`src/sv/vns_div.sv`:
```
// restoring divider, one quotient bit per cycle
module vns_div #(
    parameter int N_W = 38,
    parameter int D_W = 21
) (
    input  logic           clk,
    input  logic           rst_n,
    input  logic           start,
    input  logic [N_W-1:0] dividend,
    input  logic [D_W-1:0] divisor,
    output logic           done,
    output logic [N_W-1:0] quotient
);

    localparam int CNT_W = $clog2(N_W + 1);

    logic [N_W-1:0]   quo_reg;
    logic [D_W-1:0]   rem_reg;
    logic [CNT_W-1:0] cnt_reg;
    logic             busy_reg;
    logic             done_reg;
    logic [D_W:0]     rem_sh;
    logic             fits;

    assign rem_sh   = {rem_reg, quo_reg[N_W-1]};
    assign fits     = (rem_sh >= {1'b0, divisor});
    assign done     = done_reg;
    assign quotient = quo_reg;

    always_ff @(posedge clk or negedge rst_n)
    begin
        if (!rst_n)
        begin
            busy_reg <= 1'b0;
            done_reg <= 1'b0;
            cnt_reg  <= '0;
        end
        else
        begin
            done_reg <= 1'b0;
            if (start)
            begin
                busy_reg <= 1'b1;
                cnt_reg  <= CNT_W'(N_W);
            end
            else if (busy_reg)
            begin
                cnt_reg <= cnt_reg - 1'b1;
                if (cnt_reg == CNT_W'(1))
                begin
                    busy_reg <= 1'b0;
                    done_reg <= 1'b1;
                end
            end
        end
    end

    always_ff @(posedge clk)
    begin
        if (start)
        begin
            quo_reg <= dividend;
            rem_reg <= '0;
        end
        else if (busy_reg)
        begin
            if (fits)
            begin
                rem_reg <= D_W'(rem_sh - {1'b0, divisor});
                quo_reg <= {quo_reg[N_W-2:0], 1'b1};
            end
            else
            begin
                rem_reg <= rem_sh[D_W-1:0];
                quo_reg <= {quo_reg[N_W-2:0], 1'b0};
            end
        end
    end

endmodule

```
`config.mk`:
```
export PLATFORM = sky130hd
export DESIGN_NAME = vns_div
export DESIGN_NICKNAME = d
export VERILOG_FILES = /design/src/sv/vns_div.sv
export SDC_FILE = /design/constraint.sdc
export NUM_CORES = 1
export LEC_CHECK = 0
export BUFFER_PORTS_ARGS = -buffer_cell sky130_fd_sc_hd__buf_4
export CORE_ASPECT_RATIO = 0.8
export CORE_MARGIN = 2
export CORE_UTILIZATION = 55
export CTS_BUF_LIST = sky130_fd_sc_hd__clkbuf_4
export DETAILED_ROUTE_END_ITERATION = 12
export GPL_ROUTABILITY_DRIVEN = 0
export PLACE_DENSITY_LB_ADDON = 0.3
export SLEW_MARGIN = 40
export SYNTH_ARGS = -nofsm -noshare
export SYNTH_HDL_FRONTEND = slang
export SYNTH_SLANG_ARGS = --single-unit
```
`constraint.sdc`:
```
create_clock -name clk -period 3.55 [get_ports clk]
set_input_delay 0.5325 -clock clk [delete_from_list [all_inputs] [get_ports clk]]
set_output_delay 0.5325 -clock clk [all_outputs]
set_load 0.005 [all_outputs]
```
==> results of run 1 <==
[per-layer routing]
| layer | track usage [%] | vias up |
|---|---|---|
| li1 | - | 1633 |
| met1 | 30.9 | 1489 |
| met2 | 35.7 | 90 |
| met3 | 5.31 | 10 |
| met4 | 5.89 | 0 |
| met5 | 0 | - |
[through the flow]
step	cell area, µm²	std cells
CTS	5020	584
finish	5020	584
global route	5020	584
global placement	4850	567
detailed placement	4850	567
floorplan	4020	391
[report_power, final]
group | switching [mW] | internal [mW]
clock network | 0.312 | 0.290
logic | 0.119 | 0.178
registers | 0.0327 | 0.881
[final timing paths]
check | startpoint | endpoint | slack [ns] | depth (start not counted)
max | quotient[37] | rem_reg[11] | 0.32 | 12
min | dividend[0] | quotient[0] | 0.40 | 3
max reg2reg | quotient[37] | rem_reg[11] | 0.32 | 12
min reg2reg | rem_reg[7] | rem_reg[7] | 0.52 | 2
max in group asynchronous | rst_n | busy_reg | 2.95 | 2
min in group asynchronous | rst_n | cnt_reg[3] | 0.45 | 2
[logic make-up after synthesis]
family | count (synthesis) | synth area share (%)
fa+ha+maj | 24 | 7.66
mux | 47 | 12.9
flops | 67 | 43.9
buf+inv | 45 | 4.45
simple gates | 100 | 12.4
compound gates | 88 | 14.4
xor+xnor | 20 | 4.36
[area by class of cell]
class	instances	area (µm²)	area share, %
Timing Repair Buffer	107	806	16.0
Inverter	28	105	2.09
Sequential cell	67	1760	35.1
Multi-Input combinational cell	279	2080	41.3
Clock inverter	7	100	1.99
Tap cell	87	109	2.17
Clock buffer	9	67.6	1.34
[cells in the mapped netlist (2+ instances only)]
library cell,instances
a211o_1,2
a211oi_1,18
a21boi_0,2
a21o_1,4
a21oi_1,27
a311oi_1,2
a31oi_1,4
and2_1,2
and3_1,2
buf_2,2
buf_4,2
clkbuf_1,12
dfrtp_1,8
dfxtp_1,21
edfxtp_1,38
ha_1,23
inv_1,28
mux2_2,39
mux2i_1,8
nand2_1,16
nand2b_1,5
nand3_1,6
nand4_1,2
nor2_1,42
nor2b_1,3
nor3_1,6
nor3b_1,3
nor4b_1,2
o211ai_1,2
o21a_1,2
o21ai_0,10
o21ai_1,4
o21bai_1,2
o41ai_1,2
or3_1,2
xnor2_1,13
xor2_1,7
[worst register-to-register path, delay by kind of cell (launching register included)]
family	cells	cell delay, ns
AO/OA/AOI/OAI	6	1.54
adder cells (fa/ha/maj)	2	0.60
buffers and inverters	3	0.43
flip-flops	1	0.48
multiplexers	1	0.10
==> results.md, run 1 <==
* GRT Total Usage at 22.4%
* Setup bufs post-CTS at 0
* Place WS at 0.255 ns
* Final net count at 578
* CTS Root Cell: clkbuf_4
* Asr flop ratio synth at 11.9%
* Buffers added on ports at 100
* Row cnt at 27
* Synth Register Bits at 67
* Met1 wire length at 4110 µm
* CP max stage cell: edfxtp_1
* Commonest non-fill, non-tap cell in the layout: buf_4
* Pwr dens at 361 nW/µm²
* # IOs at 101
* Post-CTS sizing at 0
* Crit path launch type: flip-flop
* CTS tree: yes
* Clock sink count at 67
* RSZ-0062 raised after global routing: no
* Status: complete, no violations
* Fin worst setup slack at 0.320 ns
* Post-synth top area share at 28.4%
* Slew headroom at 46.5%
* Number of DRC markers in iteration 0 at 152
* Number of distinct library cells after synthesis at 55
* # hold bufs at CTS at 1
* Most frequent cells in the layout: 106 x buf_4, 42 x nor2_1, 39 x mux2_2
* Clk buf depth at 2
* Largest net degree at the start of global routing at 72
* Detailed placement HPWL at 6360 µm
* Worst-Skew Late Latency at 0.41 ns
* Max-cap viol count at 0
* Number of remaining DRC errors at 0
* WHS at 0.399 ns
* Number of synthesis warnings at 0
* Post-DR vias/cell at 5.52
* Post-route minimum period at 3.23 ns
* Min-delay worst type: input pin to flip-flop
* Fin crit share at 91.0%
* Top delay family on crit path: compound AO/OA/AOI/OAI gates
* CTS buffer count at 9
* Routed wire length at 8850 µm
* Layout cells sized above 1 at 34.2%
* Hold Vio Cnt, Final at 0
* Post-Synthesis Cells at 391
* Ant diodes at 0
* Post-synthesis cell type with the largest combined area: edfxtp_1
* Setup tns final at 0 ns
* CP required at 3.88 ns
* Crit path top cell by count: inv_1
* Total gr overflow at 0
* Final setup viols at 0
* Mapped Nets at 477
* Detail Route Antenna Nets at 0
* Fmax at 0.310 GHz
* Pwr Total at 1.81 mW
* Number of enable flip-flop cells after synthesis at 38
* Setup crit end kind: flip-flop
* Worst Path Buf+Inv at 3
* Metal3 WL at 501 µm
* Final Core Density at 71.9%
* Max-slew violation count at 0
* Max FO, Critical Path at 14
* Initial Util at 57.4%
* Core box area at 6990 µm²
* Slew @ Worst Pin at 0.803 ns
* Uppermost routed layer: met4
* Avg WL per Cell at 15.1 µm
* Horiz. Die Dim at 99.5 µm
* CP Class: flip-flop to flip-flop
* Initial antenna violation count at 0
* Via Count at 3222
* Largest register FFs at 38
* CP peak stage delay at 0.48 ns
* Clock transition at path regs at 0.13 ns
* Average size of a mapped cell at 10.3 µm²
* First-pass GRT wire length at 14100 µm
* Layout area overhead at 25.1%
* Worst vdd ir at 0.259 mV
* Die H at 80.4 µm
* Skew final at 0.0132 ns
* Cell Chain, Critical Path: inv_1 > ha_1 > inv_1 > fa_1 > a211oi_2 > o21ai_1 > a31oi_1 > o21ai_2 > o21ai_4 > buf_4 > mux2i_1 > a211oi_1
* Synth Flop Type: edfxtp_1
* Synth Cell Area at 4020 µm²
* First-pass iteration count of the detailed router at 4
* Fillers at 558
* Worst endpoint data arrival time at 3.56 ns
* H-Tree Depth at 3
* Seq/Total Area, Yosys at 43.9%
* Die area at 8010 µm²
* WL met2 at 4110 µm
* Area contributors post-synth: edfxtp_1 28%, mux2_2 11%, dfxtp_1 10%
* Vias in the first global route at 2985
* Leak at 2.26 nW
(Power assumes the default switching activity.)
==> run 2: changes to the inputs <==
Settings changed: CELL_PAD_IN_SITES_DETAIL_PLACEMENT set to 1, CELL_PAD_IN_SITES_GLOBAL_PLACEMENT set to 1, CORE_UTILIZATION 55 to 42.
==> results.md, run 2 (same netlist as run 1, synthesis figures left out) <==
* Most frequent cells in the layout: 103 x buf_4, 42 x nor2_1, 39 x mux2_2
* Final Core Density at 54.8% (-17 points)
* Buffers added on ports at 100 (unchanged)
* CP max stage cell: edfxtp_1
* Final setup viols at 0 (unchanged)
* CTS Root Cell: clkbuf_4
* Worst endpoint data arrival time at 3.55 ns (about the same)
* Clock transition at path regs at 0.12 ns (about the same)
* Initial antenna violation count at 1 (+1)
* Crit. Startpoint: quotient[37]
* Detailed placement HPWL at 7830 µm (+23%)
* Detail Route Antenna Nets at 0 (unchanged)
* Core box area at 9190 µm² (+31%)
* Min-delay worst type: input pin to flip-flop
* CP Class: flip-flop to flip-flop
* Vias in the first global route at 3409 (+14%)
* Crit path top cell by count: inv_1
* Routed wire length at 10700 µm (+21%)
* HP Start: dividend[0]
* Layout area overhead at 25.5%
* Worst-Skew Late Latency at 0.43 ns (+0.02 ns)
* Post-CTS sizing at 0 (unchanged)
* Post-route minimum period at 3.24 ns (+0.0125 ns)
* Layout cells sized above 1 at 34.1% (-0.13 points)
* Clock sink count at 67 (unchanged)
* Die H at 91.5 µm (+14%)
* CTS buffer count at 9 (unchanged)
* Leak at 2.25 nW (-0.28%)
* Cell Chain, Critical Path: inv_1 > ha_1 > inv_1 > fa_1 > a211oi_2 > o21ai_1 > a31oi_1 > o21ai_2 > o21ai_4 > buf_12 > mux2_2 > mux2i_1 > nor2_1
* First-pass iteration count of the detailed router at 4 (unchanged)
* Slew @ Worst Pin at 0.595 ns (-0.209 ns)
* Status: complete, no violations
* Post-Layout Cell Count at 612 (+4.8%)
* Crit path launch type: flip-flop
* RSZ-0062 raised after global routing: no
* Fmax at 0.308 GHz (-0.39%)
* Max-cap viol count at 0 (unchanged)
* Via Count at 3273 (+1.6%)
* Row cnt at 31 (+15%)
* CP peak stage delay at 0.45 ns (-0.03 ns)
* CP required at 3.85 ns (-0.03 ns)
* WHS at 0.375 ns (-0.0237 ns)
* Worst reg2reg startpoint: quotient[37]
* CTS tree: yes
* Number of DRC markers in iteration 0 at 111 (-27%)
* Slew headroom at 59.8% (+13 points)
* Pwr dens at 346 nW/µm² (-4.1%)
* Setup tns final at 0 ns (unchanged)
* Die area at 10400 µm² (+29%)
* Fin crit share at 91.3% (+0.35 points)
* Horiz. Die Dim at 113 µm (+14%)
* Largest net degree at the start of global routing at 72 (unchanged)
* Avg WL per Cell at 17.5 µm (+15%)
* H-Tree Depth at 3 (unchanged)
* Final net count at 577 (-0.17%)
* Setup crit end kind: flip-flop
* Max-slew violation count at 0 (unchanged)
* Worst vdd ir at 0.208 mV (-20%)
* GRT Total Usage at 21.4% (-1.0 points)
* Setup bufs post-CTS at 0 (unchanged)
* Hold Vio Cnt, Final at 0 (unchanged)
* Commonest non-fill, non-tap cell in the layout: buf_4
* Total gr overflow at 0 (unchanged)
* # hold bufs at CTS at 1 (unchanged)
* Post-DR vias/cell at 5.35 (-3.1%)
* Number of remaining DRC errors at 0 (unchanged)
* Cells after DPL at 594 (+4.8%)
* Initial Util at 43.7% (-14 points)
* Max FO, Critical Path at 26 (+12)
* Largest register FFs at 38 (unchanged)
* Skew final at 0.0145 ns (+0.00132 ns)
* Worst Path Buf+Inv at 3 (unchanged)
* # IOs at 101 (unchanged)
* First-pass GRT wire length at 17300 µm (+23%)
* Clk buf depth at 2 (unchanged)
* Top delay family on crit path: compound AO/OA/AOI/OAI gates
-- run 2: path summary, 6_finish.rpt --
kind,end,slack (ns),cells past startpoint
worst max-delay path,rem_reg[2],0.31,13
worst min-delay path,quotient[0],0.38,3
worst max register to register,rem_reg[2],0.31,13
worst min register to register,rem_reg[9],0.52,2
max in group asynchronous,done,2.97,2
min in group asynchronous,cnt_reg[1],0.44,2
-- run 2: where the power goes --
group	internal (mW)	switching [mW]	total, mW	leakage (nW)
clock network	0.229	0.293	0.521	0.0806
registers	0.881	0.0327	0.913	0.666
logic	0.179	0.129	0.308	1.51
-- run 2: area by class of cell --
type / instances / area [µm²]
Inverter: 28 / 105
Fill cell: 1037 / 4150
Clock buffer: 11 / 82.6
Antenna cell: 1 / 2.50
Clock inverter: 5 / 53.8
Sequential cell: 67 / 1760
Tap cell: 115 / 144
Multi-Input combinational cell: 279 / 2080
Timing Repair Buffer: 106 / 815
-- run 2: worst register-to-register path, delay by kind of cell, from the launching register on --
kind	cells	cell delay, ns
compound gates	5	1.19
fa+ha+maj	2	0.59
buf+inv	3	0.36
flops	1	0.45
mux	2	0.50
simple gates	1	0.05
-- run 2: metrics by stage --
step                      power (mW)  instance area, µm²  setup slack, ns
after floorplan                 1.07                4020            0.710
after global placement          1.22                4890            0.311
after detailed placement        1.24                4890            0.216
after CTS                       1.76                5030            0.324
after global routing            1.84                5040            0.107
final                           1.74                5040            0.307
-- run 2: routing by layer --
layer  track usage [%]  part of all wire [%]  vias up  routed length, µm
met5                 0                     0        -                  0
met2              36.3                    51       64               5430
li1                  -                     -     1625                  -
met4              6.00                   1.6        0                168
met1              26.8                    44     1574               4730
met3              5.74                   3.5       10                376
