==> src/sv/vns_ram.sv <==
// generic single write port ram with registered read
module vns_ram #(
    parameter int WIDTH = 8,
    parameter int DEPTH = 64
) (
    input  logic                                    clk,
    input  logic                                    we,
    input  logic [((DEPTH > 1) ? $clog2(DEPTH) : 1)-1:0] waddr,
    input  logic [WIDTH-1:0]                        wdata,
    input  logic [((DEPTH > 1) ? $clog2(DEPTH) : 1)-1:0] raddr,
    output logic [WIDTH-1:0]                        rdata
);

    logic [WIDTH-1:0] mem [DEPTH];

    always_ff @(posedge clk)
    begin
        if (we)
        begin
            mem[waddr] <= wdata;
        end
        rdata <= mem[raddr];
    end

endmodule

==> config.mk <==
export PLATFORM = sky130hd
export DESIGN_NAME = vns_ram
export DESIGN_NICKNAME = d
export VERILOG_FILES = /design/src/sv/vns_ram.sv
export SDC_FILE = /design/constraint.sdc
export NUM_CORES = 1
export LEC_CHECK = 0
export ABC_CLOCK_PERIOD_IN_PS = 4100
export BUFFER_PORTS_ARGS = -buffer_cell sky130_fd_sc_hd__buf_2
export CAP_MARGIN = 5
export CORE_MARGIN = 4
export CORE_UTILIZATION = 40
export CTS_CLUSTER_SIZE = 20
export DETAILED_ROUTE_END_ITERATION = 16
export PLACE_DENSITY = 0.65
export RECOVER_POWER = 50
export SLEW_MARGIN = 30
export SYNTH_ARGS = -nofsm -noshare
export SYNTH_HDL_FRONTEND = slang
export SYNTH_SLANG_ARGS = --single-unit
==> constraint.sdc <==
create_clock -name clk -period 4.1 [get_ports clk]
set_input_delay 0.205 -clock clk [delete_from_list [all_inputs] [get_ports clk]]
set_output_delay 0.205 -clock clk [all_outputs]
set_load 0.01 [all_outputs]
==> metrics.txt, run 1 <==
Crit Path Max Fanout=64; Clock Pin Slew Worst Setup and Hold Paths=0.07 ns; endpoint class of the critical path=flip-flop; CTS tree=yes; Die Ht=233 um; largest net degree at the start of global routing=65; share of power burned in registers=0.538; DRC errors left=0; Inst Count DP=1,610; Worst Path Buf+Inv=2; vias in the first global route=about 10,000; Vias/cell=5.65; via count=9,587; Max VDD drop=267 uV; P_leak=6.92 nW; failing checks=capacitance limit, slew limit; CTS Sinks=520; initial antenna violation count=1; Clock Skew=0.0281 ns; Syn Area/Cell=21.5 sq um; Core Util, Final=0.453; number of routed nets with antenna violations=0; WP data required=between 4 and 5 ns; Cell Area, Placed=around 21,000 sq um; Critical Path Slowest Stage Cell=clkbuf_1; Yosys warnings=0; syn_nets=962; Pins Over Slew Limit=520; critical path class=primary input to flip-flop; Worst setup startpoint=wdata[5]; critical-path cell list=buf_2 > clkbuf_1; Hold Startpoint=raddr[5]; PD cells=486 nW/um^2; EDFF count, synth=512; Rows=a little over 80; fin crit period=2.55 ns; cts bufs inserted=49; cell count after synthesis=940; top cell type's share of synthesized area=0.762; Cell Count, Final, Fillers Out=1,698; Core Region=around 50,000 sq um; Hold Fails Final Rpt=0; CTS Buffer Depth=3; ys async rst share=0; R2R depth=5; 1st-iter DRT viols=1,067; H-Tree Depth=2; most common cell in the netlist=edfxtp_1; post-cts resize count=0; Stages on worst setup path=2; nets=1,011; number of port buffers=29; fraction of layout cells with a size suffix above 1=0.243; Layout area overhead=12.1%; Clock Tree Root=clkbuf_16; number of fill cells=around 4,200; Die X=233 um; Yosys reg bits=520; Slew headroom=-1.01; Unique masters post-synth=40; Final HPWL DP=27.3 mm; RSZ-0062 raised after global routing=no; Worst R2R End=rdata[6]; total global routing overflow=0; Final Power=11.0 mW; Peak Freq=393 MHz; first-pass GRT wire length=67.3 mm; router iterations before antenna repair=6; initial core utilization=0.404; Crit path arrival time=between 2 and 2.5 ns; Die ar.=between 50,000 and 60,000 sq um; count of maximum capacitance violations=8; post-synth top area cell=edfxtp_1; Tightest Hold Check Type=primary input to flip-flop; Synth area leaders=edfxtp_1 76%, mux4_2 14%, nor2_1 1.5%; clock share of power=0.414; Top FF cell, synth=edfxtp_1; Reg2Reg Setup Slack=1.86 ns; boundary pin count=30; Worst setup endpoint=mem[11][5]; Final setup viols=0; Critical Path Start Type=primary input; GRT Overall Usage=0.168; Seq/Total Area, Yosys=0.770; Post-Route WL=44.7 mm; Final Cycle Share=0.621; Setup Buffers After CTS=0; CP max stage delay=2.11 ns; setup_tns=0 ns; commonest cells in the netlist=512 x edfxtp_1, 126 x mux4_2, 83 x nor2_1; CP top delay family=buffers and inverters; outcome=finished, violations left; Worst-Margin Slew=about 3 ns; gp weighted congestion=0.774; combinational fraction of design power=0.048; Power Internal=~9 mW; Clock Latency Late Sink=0.58 ns; Post-Layout Inst Area=roughly 23,000 sq um; worst hold path stage count=3; Sw Ratio=0.205; FF-to-FF Start=mem[21][6]; Hold-fix buffers, CTS=0; cell area after synthesis=approximately 20,000 sq um; Psw=2.25 mW; WL per Instance=~26 um
per-stage QoR:
step           hold WS, ns  setup slack, ns
5_1_grt             0.0911             1.41
3_5_place_dp         0.638             1.31
3_3_place_gp         0.643             1.29
4_1_cts             0.0414             1.89
6_report            0.0728             1.55
2_1_floorplan        0.304             2.23
worst min path at each step:
stage,end
floorplan,mem[0][0]
global placement,rdata[1]
detailed placement,rdata[1]
CTS,rdata[0]
global route,rdata[0]
finish,rdata[0]
per-layer routing:
layer	routed length, um	track usage	vias to the layer above
li1	-	-	4028
met1	18900	0.240	5102
met2	21400	0.266	378
met3	3020	0.0273	79
met5	0	0	-
met4	1370	0.0540	0
area by class of cell:
cell class	count	area, sq um	area share
Sequential cell	520	15500	0.687
Multi-Input combinational cell	369	4330	0.191
Clock buffer	58	1270	0.0562
Tap cell	672	841	0.0372
Clock inverter	29	325	0.0144
Timing Repair Buffer	49	317	0.0140
Antenna cell	1	2.50	0.000111
layout by cell type (no fill, tap or decap), types with 3 or more instances in the layout:
cell,count
inv_6,4
a21oi_1,3
buf_4,15
clkbuf_1,24
a221oi_1,6
dfxtp_1,8
nand3_1,13
clkbuf_16,49
bufinv_16,7
o2bb2ai_1,3
buf_2,14
o221ai_1,8
o2111ai_1,3
a22oi_1,3
nor3_1,7
a211oi_1,4
nand2b_1,7
o22ai_1,8
buf_12,3
mux2i_1,23
nand3b_1,3
nand2_1,19
clkinv_1,8
nor2_1,79
mux4_2,126
nor2_2,4
nor2b_1,14
edfxtp_1,512
clkinv_2,10
mux2_2,13
kinds of logic (layout without fill, tap and decap cells):
group	Yosys count	after routing	synth area share
AOI/OAI and AO/OA	54	54	0.0207
buffers and inverters	51	136	0.0157
DFF	520	520	0.770
muxes	162	162	0.159
other	0	1	0
and+or+nand+nor	153	153	0.0339
power groups by stage:
stage,Clock [mW],Sequential (mW),Combinational (mW)
finish,4.55,5.91,0.529
global route,4.86,5.92,0.567
CTS,4.63,5.90,0.542
detailed placement,0,6.02,0.542
global placement,0,6.02,0.531
floorplan,0,6.01,0.314
worst reg2reg max path, cell delays in order (launching register included):
cell	delay (ns)
edfxtp_1	0.36
mux4_2	0.48
mux2_2	0.29
o221a_2	0.26
nor3_1	0.56
o32ai_1	0.18
sequential cells by signal (all words and copies together) (netlist names):
name,flops
mem,512
rdata,8
Power figures use the tool's default switching activity.
==> run 2, diff against run 1 <==
--- a/config.mk
+++ b/config.mk
@@ -5,14 +5,14 @@
 export SDC_FILE = /design/constraint.sdc
 export NUM_CORES = 1
 export LEC_CHECK = 0
-export ABC_CLOCK_PERIOD_IN_PS = 4100
+export ABC_CLOCK_PERIOD_IN_PS = 2300
 export BUFFER_PORTS_ARGS = -buffer_cell sky130_fd_sc_hd__buf_2
 export CAP_MARGIN = 5
 export CORE_MARGIN = 4
 export CORE_UTILIZATION = 40
 export CTS_CLUSTER_SIZE = 20
 export DETAILED_ROUTE_END_ITERATION = 16
-export PLACE_DENSITY = 0.65
+export PLACE_DENSITY = 0.67
 export RECOVER_POWER = 50
 export SLEW_MARGIN = 30
 export SYNTH_ARGS = -nofsm -noshare
==> constraint.sdc (replaced) <==
create_clock -name clk -period 2.3 [get_ports clk]
set_input_delay 0.115 -clock clk [delete_from_list [all_inputs] [get_ports clk]]
set_output_delay 0.115 -clock clk [all_outputs]
set_load 0.01 [all_outputs]
==> run 2 against run 1 <==
  * The flow still finishes with violations (capacitance limit, slew limit)
  * Non-clock buffer count grew 103
  * Sequential cell count is the same
  * Global-route usage grew 0.10 points
  * Worst setup slack lost 1.3 ns
  * Die area is the same
  * Final cell count grew 6.4%
  * Clock-buffer cell count grew 8
  * Critical path type is now flip-flop to flip-flop
  * Largest cell class unchanged
  * Largest power group unchanged
==> metrics.txt, run 2 (synthesis results as in run 1) <==
outcome=finished, violations left; failing checks=capacitance limit, slew limit; Reg2Reg Setup Slack=0.30 ns (-1.56 ns); Fin Hold WS=0.0768 ns (+0.00396 ns); RSZ-0062 raised after global routing=no; CTS tree=yes; Core Util, Final=0.469 (+0.0164); Core Region=50,000 sq um (unchanged); Final setup viols=0 (unchanged); Psw=4.02 mW (+78%); via count=9,913 (+3.4%); Post-Route WL=45.2 mm (+1.1%); initial antenna violation count=5 (+4); Die Ht=233 um (unchanged); clock share of power=0.412 (-0.002); FF-to-FF Start=mem[29][6]; Crit Path Max Fanout=1 (-98%); Peak Freq=between 500 and 600 MHz; CTS Sinks=520 (unchanged); total global routing overflow=0 (unchanged); uppermost layer routed=met5; Final Cycle Share=0.868; number of routed nets with antenna violations=0 (unchanged); WP data required=2.75 ns (-1.27 ns); vias in the first global route=10,337 (+3.3%); critical path class=flip-flop to flip-flop; Critical Path Start Type=flip-flop; met3 wire len=3.30 mm (+9.4%); Die X=233 um (unchanged); Worst setup startpoint=mem[29][6]; most common cell after layout, fill and taps aside=edfxtp_1; Clock Latency Late Sink=0.58 ns (about the same); cts bufs inserted=51 (+4.1%); largest net degree at the start of global routing=65 (unchanged); first-pass GRT wire length=67.4 mm (+0.12%); fin crit period=2.00 ns; fraction of layout cells with a size suffix above 1=0.300 (+0.0566); Sw Ratio=0.205 (about the same); CTS Buffer Depth=3 (unchanged); H-Tree Depth=2 (unchanged); Worst R2R End=rdata[6]; router iterations before antenna repair=5 (-1); max reg flops=512 (unchanged); count of maximum capacitance violations=3 (-5); wl on met1=18.4 mm (-2.6%); number of port buffers=29 (unchanged); combinational fraction of design power=0.052 (+0.004); commonest non-fill, non-tap cells in the layout=512 x edfxtp_1, 126 x mux4_2, 93 x buf_4; gp weighted congestion=0.837 (+8.0%); Setup Buffers After CTS=0 (unchanged); Rows=82 (unchanged); WL per Instance=25.0 um (-5.0%); # diodes=0 (-1); Die ar.=54,100 sq um (unchanged); Vias/cell=5.49 (-2.8%); Met2 Wirelength=22.1 mm (+3.0%); setup_tns=0 ns (unchanged); Power Internal=15.6 mW (+79%); Worst setup endpoint=rdata[6]; Clock Skew=0.0154 ns (-0.0126 ns); Largest regs=mem x512, rdata x8; Most flops, register=mem; Worst-Margin Slew=2.33 ns (-0.689 ns); Final HPWL DP=28.6 mm (+4.7%); R2R depth=5 (unchanged); DRC errors left=0 (unchanged); Max VDD drop=549 uV (+110%); Final Worst Setup Slack=0.303 ns (-1.25 ns); P_leak=7.46 nW (+7.7%); Pins Over Slew Limit=129 (-75%); Clock Tree Root=clkbuf_16; share of power burned in registers=0.536 (-0.002); Layout area overhead=16.2%; Hold Fails Final Rpt=0 (unchanged); PD cells=838 nW/um^2 (+72%); endpoint class of the critical path=flip-flop; boundary pin count=30 (unchanged); 1st-iter DRT viols=1,079 (+1.1%); Crit path arrival time=2.45 ns (about the same); Clock Pin Slew Worst Setup and Hold Paths=0.06 ns (about the same); initial core utilization=0.404 (unchanged); Tightest Hold Check Type=primary input to flip-flop; GRT Overall Usage=0.169 (+0.00101); Setup WS pre-CTS=0.0398 ns (-1.27 ns); Slew headroom=-0.550 (+0.459); nets=1,116 (+10%)
-- run 2: layout make-up --
| type | count | area (sq um) |
|---|---|---|
| Sequential cell | 520 | 15500 |
| Fill cell | 4119 | 26500 |
| Clock buffer | 66 | 1400 |
| Clock inverter | 28 | 238 |
| Multi-Input combinational cell | 369 | 4320 |
| Tap cell | 672 | 841 |
| Timing Repair Buffer | 152 | 1110 |
-- run 2: per-layer routing --
metal | GRT usage | vias to the layer above
li1 | - | 4234
met1 | 0.228 | 5226
met2 | 0.273 | 353
met3 | 0.0395 | 90
met4 | 0.0542 | 10
met5 | 0 | -
-- run 2: worst min path at each step --
| stage | startpoint | to | depth (start not counted) |
|---|---|---|---|
| finish | waddr[1] | mem[50][0] | 3 |
| global route | waddr[1] | mem[48][5] | 3 |
| CTS | waddr[1] | mem[50][0] | 3 |
| detailed placement | wdata[7] | mem[55][7] | 1 |
| global placement | wdata[7] | mem[54][7] | 1 |
| floorplan | wdata[0] | mem[0][0] | 0 |
-- run 2: worst max-delay path, cell delays in order (launching register included) --
cell and delay, ns:
edfxtp_1 0.36, mux4_2 0.46, mux2_2 0.28, o221a_2 0.27, nor3_1 0.36, o32ai_1 0.14
-- run 2: power by group through the flow --
stage | Clock, mW | Combinational [mW] | Sequential (mW)
after floorplan | 0 | 0.559 | 10.7
after global placement | 0 | 1.01 | 10.7
after detailed placement | 0 | 1.03 | 10.7
after CTS | 8.27 | 1.04 | 10.5
after global routing | 8.66 | 1.09 | 10.5
final | 8.10 | 1.02 | 10.5
-- run 2: what timing repair did --
item                                   4_1_cts  5_1_grt
hold buffers                                 3        0
endpoints found under the hold margin       32        0
resized for setup                            0        0
-- run 2: metrics by stage --
stage               total power, mW  instance area (sq um)  cells
finish                         19.6                  23400   1807
detailed placement             11.8                  21900   1710
global route                   20.3                  23400   1807
global placement               11.7                  21900   1710
floorplan                      11.3                  20200    940
CTS                            19.8                  23500   1807
==> run 3, diff against run 2 <==
--- a/config.mk
+++ b/config.mk
@@ -12,7 +12,8 @@
 export CORE_UTILIZATION = 40
 export CTS_CLUSTER_SIZE = 20
 export DETAILED_ROUTE_END_ITERATION = 16
-export PLACE_DENSITY = 0.67
+export HOLD_SLACK_MARGIN = 0.1
+export PLACE_DENSITY = 0.59
 export RECOVER_POWER = 50
 export SLEW_MARGIN = 30
 export SYNTH_ARGS = -nofsm -noshare
==> run 3 against run 2 <==
  * The flow still finishes with violations (capacitance limit, slew limit)
  * Power is 0.31% lower
  * Largest power group unchanged
  * Hold slack better by 0.089 ns
  * Critical endpoint is now rdata[0]
  * Final cell count decreased by 0.28%
  * Register-to-register slack lost 0.20 ns
  * Clock-buffer cell count is 3 higher
  * First-iteration DRC count is 2.0% lower
==> metrics.txt, run 3 (synthesis results as in run 1) <==
outcome=finished, violations left; failing checks=capacitance limit, slew limit; Vias/cell=5.50 (+0.26%); Clock Skew=0.0150 ns (-0.000407 ns); Setup WS pre-CTS=-0.0866 ns (-0.126 ns); GRT Overall Usage=0.174 (+0.00514); Die X=233 um (unchanged); largest net degree at the start of global routing=65 (unchanged); Crit path arrival time=2.61 ns (+0.16 ns); Clock Pin Slew Worst Setup and Hold Paths=0.06 ns (about the same); commonest non-fill, non-tap cells in the layout=512 x edfxtp_1, 126 x mux4_2, 92 x buf_4; Cell Area, Placed=21,900 sq um (+0.25%); Post-Layout Inst Area=23,500 sq um (+0.12%); fraction of layout cells with a size suffix above 1=0.302 (+0.00248); gp weighted congestion=0.854 (+2.0%); Largest regs=mem x512, rdata x8; Tightest Hold Check Type=primary input to flip-flop; Reg2Reg Setup Slack=0.10 ns (-0.20 ns); Clock Latency Late Sink=0.57 ns (about the same); nets=1,113 (-0.27%); DRC errors left=0 (unchanged); Rows=82 (unchanged); Die Ht=233 um (unchanged); max reg flops=512 (unchanged); CTS Sinks=520 (unchanged); critical path class=flip-flop to flip-flop; count of maximum capacitance violations=4 (+1); Setup Buffers After CTS=0 (unchanged); number of fill cells=4,117 (-0.049%); Crit Path Max Fanout=1 (unchanged); WL per Instance=25.8 um (+3.0%); Final setup viols=0 (unchanged); Core Util, Final=0.470 (+0.000576); Final HPWL DP=30.2 mm (+5.5%); Final Cycle Share=0.954 (+0.0860); Clock Tree Root=clkbuf_16; H-Tree Depth=2 (unchanged); Pins Over Slew Limit=131 (+1.6%); Most flops, register=mem; initial antenna violation count=3 (-2); Critical Path Start Type=flip-flop; endpoint class of the critical path=flip-flop; WP data required=2.72 ns (-0.03 ns); PD cells=835 nW/um^2 (-0.43%); Core Region=50,000 sq um (unchanged); number of routed nets with antenna violations=0 (unchanged); Final Worst Setup Slack=0.105 ns (-0.198 ns); Post-Route WL=46.4 mm (+2.7%); CTS tree=yes; Worst-Margin Slew=1.87 ns (-0.457 ns); P_leak=7.46 nW (about the same); Final Power=19.6 mW (-0.31%); cts bufs inserted=51 (unchanged); Die ar.=54,100 sq um (unchanged); number of port buffers=29 (unchanged); Layout area overhead=16.3%; Peak Freq=456 MHz (-9.0%); RSZ-0062 raised after global routing=no; total global routing overflow=0 (unchanged); initial core utilization=0.404 (unchanged); CTS Buffer Depth=3 (unchanged); most common cell after layout, fill and taps aside=edfxtp_1; Hold Fails Final Rpt=0 (unchanged); vias in the first global route=10,208 (-1.2%); Max VDD drop=494 uV (-10%); Fin Hold WS=0.166 ns (+0.0893 ns); router iterations before antenna repair=5 (unchanged); 1st-iter DRT viols=1,057 (-2.0%); via count=9,911 (-0.020%); boundary pin count=30 (unchanged); fin crit period=2.20 ns (+0.198 ns); Slew headroom=-0.245 (+0.305); first-pass GRT wire length=69.1 mm (+2.6%)
[run 3: cell count changes in the layout (fill, tap and decap cells not counted), sizes merged]
cell / before / now
buf: 120 / 123
clkbuf: 95 / 91
clkinv: 23 / 14
clkinvlp: 1 / 3
diode: 0 / 1
dlygate4sd3: 3 / 4
inv: 0 / 1
[run 3: through the flow]
stage / TNS (ns) / instances
finish: 0 / 1802
global route: 0 / 1802
CTS: 0 / 1801
detailed placement: -0.135 / 1706
global placement: -0.227 / 1706
floorplan: 0 / 940
[run 3: final timing paths]
kind,startpoint,to,cells past startpoint
max,mem[45][0],rdata[0],4
min,waddr[2],mem[49][0],3
max reg2reg,mem[45][0],rdata[0],4
min reg2reg,mem[30][6],rdata[6],3
[run 3: critical path, stage by stage, from the launching register on]
cell	delay (ns)
edfxtp_1	0.36
mux4_2	0.49
mux2_2	0.29
a221oi_1	0.74
o2bb2ai_1	0.17
[run 3: final cells by class]
type	instances	area, sq um	share of cell area
diodes	1	2.50	0.000107
clock buffers	69	1390	0.0591
clock inverters	22	214	0.00912
multi-input cells	369	4320	0.184
flip-flops and latches	520	15500	0.662
well taps	672	841	0.0358
repair buffers	149	1170	0.0498
[run 3: repair_timing]
action,in CTS,in global routing
endpoints found under the hold margin,59,0
gates resized for setup,0,0
hold buffers,4,0
[run 3: power breakdown]
part,switching [mW],internal [mW],total (mW)
sequential,0.0389,10.5,10.5
combinational,0.621,0.415,1.04
clock,3.35,4.66,8.01
total,4.01,15.6,19.6
[run 3: layer usage]
metal | part of all wire | wire [um] | GRT usage
met1 | 0.42 | 19600 | 0.249
met2 | 0.49 | 22800 | 0.281
met3 | 0.062 | 2880 | 0.0286
met4 | 0.023 | 1060 | 0.0445
met5 | 0.00043 | 20 | 0
